<file path="config.mk">
export PLATFORM = sky130hd
export DESIGN_NAME = pce_seg_table
export DESIGN_NICKNAME = d
export VERILOG_FILES = /design/src/pce_pkg.sv /design/src/pce_seg_table.sv
export SDC_FILE = /design/constraint.sdc
export NUM_CORES = 2
export LEC_CHECK = 0
export BUFFER_PORTS_ARGS = -buffer_cell sky130_fd_sc_hd__buf_2
export CAP_MARGIN = 40
export CORE_MARGIN = 2
export CORE_UTILIZATION = 61
export DETAILED_ROUTE_END_ITERATION = 12
export PLACE_DENSITY = 0.77
export SLEW_MARGIN = 5
export SYNTH_ARGS = -nofsm -noshare
export SYNTH_HDL_FRONTEND = slang
export SYNTH_SLANG_ARGS = --single-unit
export TNS_END_PERCENT = 20
</file>
<file path="constraint.sdc">
create_clock -name aclk -period 28.5 [get_ports aclk]
set_input_delay 8.55 -clock aclk [delete_from_list [all_inputs] [get_ports aclk]]
set_output_delay 8.55 -clock aclk [all_outputs]
set_load 0.05 [all_outputs]
</file>
<file path="src/pce_pkg.sv">
`timescale 1ns / 1ps
// ----------------------------------------------------------------------------
// pce_pkg: shared types and constants for the piecewise cubic evaluator
// Holds the segment table geometry, the table entry layout and the codes
// used on the stream and configuration ports.
// ----------------------------------------------------------------------------
package pce_pkg;

    // Segment table geometry
    localparam int MAX_SEGMENTS = 16;
    localparam int IDX_W        = $clog2(MAX_SEGMENTS);
    localparam int CNT_W        = $clog2(MAX_SEGMENTS + 1);

    // Q16.16 value width and fraction bits
    localparam int VAL_W  = 32;
    localparam int FRAC_W = 16;

    // Item kinds carried in s_tuser
    localparam logic OP_WRITE = 1'b0;
    localparam logic OP_EVAL  = 1'b1;

    // Configuration register indexes
    localparam logic [0:0] CFG_SEG_COUNT = 1'b0;
    localparam logic [0:0] CFG_CLAMP     = 1'b1;

    // One table entry: span and cubic coefficients a..d
    typedef struct packed {
        logic signed [VAL_W-1:0] left_edge;
        logic signed [VAL_W-1:0] right_edge;
        logic signed [VAL_W-1:0] coef_a;
        logic signed [VAL_W-1:0] coef_b;
        logic signed [VAL_W-1:0] coef_c;
        logic signed [VAL_W-1:0] coef_d;
    } seg_entry_t;

endpackage

</file>
<file path="src/pce_seg_table.sv">
`timescale 1ns / 1ps
// ----------------------------------------------------------------------------
// pce_seg_table: segment table storage
// One write port and one read port with registered read data; each entry
// holds a full segment so one read returns span and coefficients together.
// ----------------------------------------------------------------------------
module pce_seg_table
    import pce_pkg::*;
(
    input  logic             aclk,
    input  logic             wr_en,
    input  logic [IDX_W-1:0] wr_addr,
    input  seg_entry_t       wr_data,
    input  logic [IDX_W-1:0] rd_addr,
    output seg_entry_t       rd_data
);

    seg_entry_t seg_mem_reg [MAX_SEGMENTS];
    seg_entry_t rd_data_reg;

    // write port
    always_ff @(posedge aclk) begin
        if (wr_en) begin
            seg_mem_reg[wr_addr] <= wr_data;
        end
    end

    // registered read port
    always_ff @(posedge aclk) begin
        rd_data_reg <= seg_mem_reg[rd_addr];
    end

    assign rd_data = rd_data_reg;

endmodule

</file>
; After elaboration in Yosys (flattened, before gate mapping)
; Memory sizes are Yosys's and may differ from the RTL's. A register that Yosys moved wholly into a read port is not among the register bits.
; Cells that the tools add are included.
; Widths: inputs -> output; s select.
[totals]
output_inout_bits = 192
reg_bits = 0
ramBits = 3072
mem_count = 1
wordCells = 3
[mem_list]
columns = memory, words, word_bits, read_ports, rd_ports_with_merged_regs, wr, line
row1 = seg_mem_reg, 16, 192, 1, 1, 1, pce_seg_table.sv:18  ; seg_entry_t seg_mem_reg [MAX_SEGMENTS];
[op_classes]
n_mux = 2
[ops]
columns = cell, count
row1 = $mux 1, 2

; Longest topological paths before layout
[depth]
depth_word = 2
depth_mapped = 9

; Least setup slack after synthesis
; Ideal clock, no wire load.
[synth_timing]
path_kind = input to register
start = input wr_addr[2]
end = memory seg_mem_reg[0][0] in the netlist's numbering, enable pin
arrival_ns = 21.993
setup_ns = 0.982
cell_stages = 2
setup_slack_ns = 5.525
t_required_ns = 27.518
path_buffers = 0
cell_sequence = or3b_2 > nor3_1
[synth_rtl]
columns = item, line
row1 = start: declaration, pce_seg_table.sv:12  ; input logic [IDX_W-1:0] wr_addr,
row2 = end: declaration, pce_seg_table.sv:18
; No word-level cell before the write port.

==> results.json <==
{
  "status": "finished, final reports clean",
  "drv_slew": 0,
  "drive_above_1_share": 0.294,
  "grt_max_degree": 149,
  "antenna_found_initial": 75,
  "via_per_inst": 6.70,
  "antenna_left": 0,
  "area_delta_synth_final_pct": 13.7,
  "post-route-min-period_ps": 11470,
  "dp_slack_ps": 16110,
  "place.detailed.hpwl_um": 135000,
  "cts_tree": "built",
  "cts_buffers": 330,
  "placed_cells": 7802,
  "cts_buffer_depth": 4,
  "root_buffer": "clkbuf_16",
  "netlist_instances": 5024,
  "initialDrtViolationCount": 7269,
  "whs_ps": 655,
  "p_per_area_mw_per_mm2": 75.0,
  "power.static_leakage_nw": 43.8,
  "clock_skew_ps": 43.9,
  "die_area_sq_mm": 0.198,
  "io_pins": 394,
  "cts.sinks": 3264,
  "cts_max_level": 5,
  "chipWidth_um": 445,
  "max_stage_delay_ps": 710,
  "clkSlewWorstSetupHoldPaths_ps": 60,
  "grt_pass1_vias": 58600,
  "avgSynthCellArea_sq_um": 23.6,
  "hp-class": "reg -> reg",
  "path_max_fanout": 148,
  "grt_pass1_wl_um": 402000,
  "finalCritPeriodShare": 0.402,
  "final_cell_mix": "3,072 x edfxtp_1, 717 x mux4_2, 389 x buf_2",
  "hold_viol": 0,
  "finalNetCount": 5811,
  "fin_setup_tns_ps": 0,
  "endpoint_kind": "register",
  "largest_reg_flops": 3072,
  "gp_congestion": 0.762,
  "clk_latency_ps": 940,
  "setup_viol": 0,
  "path_cells": "buf_8 -> buf_4 -> buf_12 -> buf_4 -> buf_12 -> mux4_2 -> a22oi_1 -> nand2_1",
  "postCtsSetupBuffers": 0,
  "core_area_sq_mm": 0.193,
  "max-slew-margin-rel": 0.0502,
  "syn-cell-area_sq_mm": 0.119,
  "grt_setup_unrepaired": "false",
  "critPathRequiredTime_ps": 29310,
  "fin_util": 0.700,
  "cp_data_arrival_time_ps": 12280,
  "synth-seq-cells": 3264,
  "row_count": 161,
  "crit_type": "in -> reg",
  "seq_area_frac_synth": 0.809,
  "initial_core_util": 0.616,
  "finalWorstSetupSlack_ps": 17030,
  "port_buffers": 393,
  "irDropWorstVdd_mv": 0.0596,
  "die_h_um": 445,
  "worstSetupStartpointType": "input port",
  "slowest_stage": "buf_4",
  "layout_commonest_cell": "edfxtp_1",
  "grt_use_total": 0.283,
  "overflow": 0,
  "final_cells": 8437,
  "via_count": 56500,
  "drc": 0,
  "post_cts_resized": 0,
  "synthesis.nets": 5226,
  "tightest_slew_ps": 1420,
  "max_cap_viol_count": 0,
  "synthDistinctLibCells": 25,
  "hold_buffers": 0,
  "ys_warn_count": 0,
  "drtPass1Iterations": 5,
  "totalWireLength_um": 278000,
  "post_drt_wl_per_cell_um": 32.9,
  "max_freq_mhz": 87.2
}
-- worst max-delay path, delay by kind of cell --
family	cells	cell delay (ps)
muxes	1	360
AOI/OAI and AO/OA	1	240
buffers and inverters	5	2640
and+or+nand+nor	1	90
-- synthesized netlist by cell type --
cell type	instances	area, sq um
nor3_1	4	20.0
clkbuf_1	107	402
buf_2	88	440
o2111ai_1	1	8.76
mux2i_1	121	1210
clkinv_1	1	3.75
a211oi_1	27	203
a21oi_1	35	175
a22oi_1	329	2470
dfxtp_1	192	3840
nor2b_1	13	81.3
nand3_1	2	10.0
edfxtp_1	3072	92200
or3b_2	1	8.76
buf_1	30	113
and2_1	2	12.5
nor2_1	17	63.8
o22ai_1	27	169
mux4_2	717	16100
o211ai_1	23	173
nand3b_1	3	22.5
buf_6	4	45.0
nand2_1	167	627
buf_4	38	285
nand2b_1	3	18.8
-- logic make-up after synthesis --
group	Yosys count	share of synthesized area
DFF	3264	0.809
muxes	838	0.146
AOI/OAI and AO/OA	442	0.0269
buffers and inverters	268	0.0108
and+or+nand+nor	212	0.00728
-- metrics by stage --
step	total power [W]	instance area (sq um)
2_1_floorplan	0.00588	119000
4_1_cts	0.0102	135000
6_report	0.0101	135000
3_3_place_gp	0.00606	124000
5_1_grt	0.0104	135000
3_5_place_dp	0.00609	125000
-- per-layer routing --
layer / up-vias / wire length [um] / global-route usage
met5: - / 273 / 0
met4: 40 / 12100 / 0.133
met3: 555 / 22300 / 0.0481
met2: 3131 / 142000 / 0.472
met1: 30100 / 101000 / 0.371
li1: 22600 / - / -
-- path summary, 6_finish.rpt --
| check | from | to | slack, ps | depth (start not counted) |
|---|---|---|---|---|
| setup reg to reg | seg_mem_reg[1][174] | rd_data[174] | 26980 | 4 |
| hold reg to reg | seg_mem_reg[6][101] | rd_data[101] | 660 | 3 |
| setup / recovery | rd_addr[1] | rd_data[118] | 17030 | 8 |
| hold / removal | seg_mem_reg[6][101] | rd_data[101] | 660 | 3 |
-- cell type report --
type | instances | area [sq um]
diodes | 53 | 133
clock buffers | 446 | 9060
clock inverters | 135 | 1220
fillers | 10900 | 57900
inverters | 1 | 3.75
multi-input cells | 1492 | 21600
flip-flops and latches | 3264 | 96100
well taps | 2526 | 3160
repair buffers | 520 | 3830
-- where the power goes --
part / switching (W) / internal (W)
Clock: 0.00173 / 0.00241
Sequential: 0.0000486 / 0.00537
Combinational: 0.000386 / 0.000191
No activity file was read; power rests on OpenSTA's default activity.
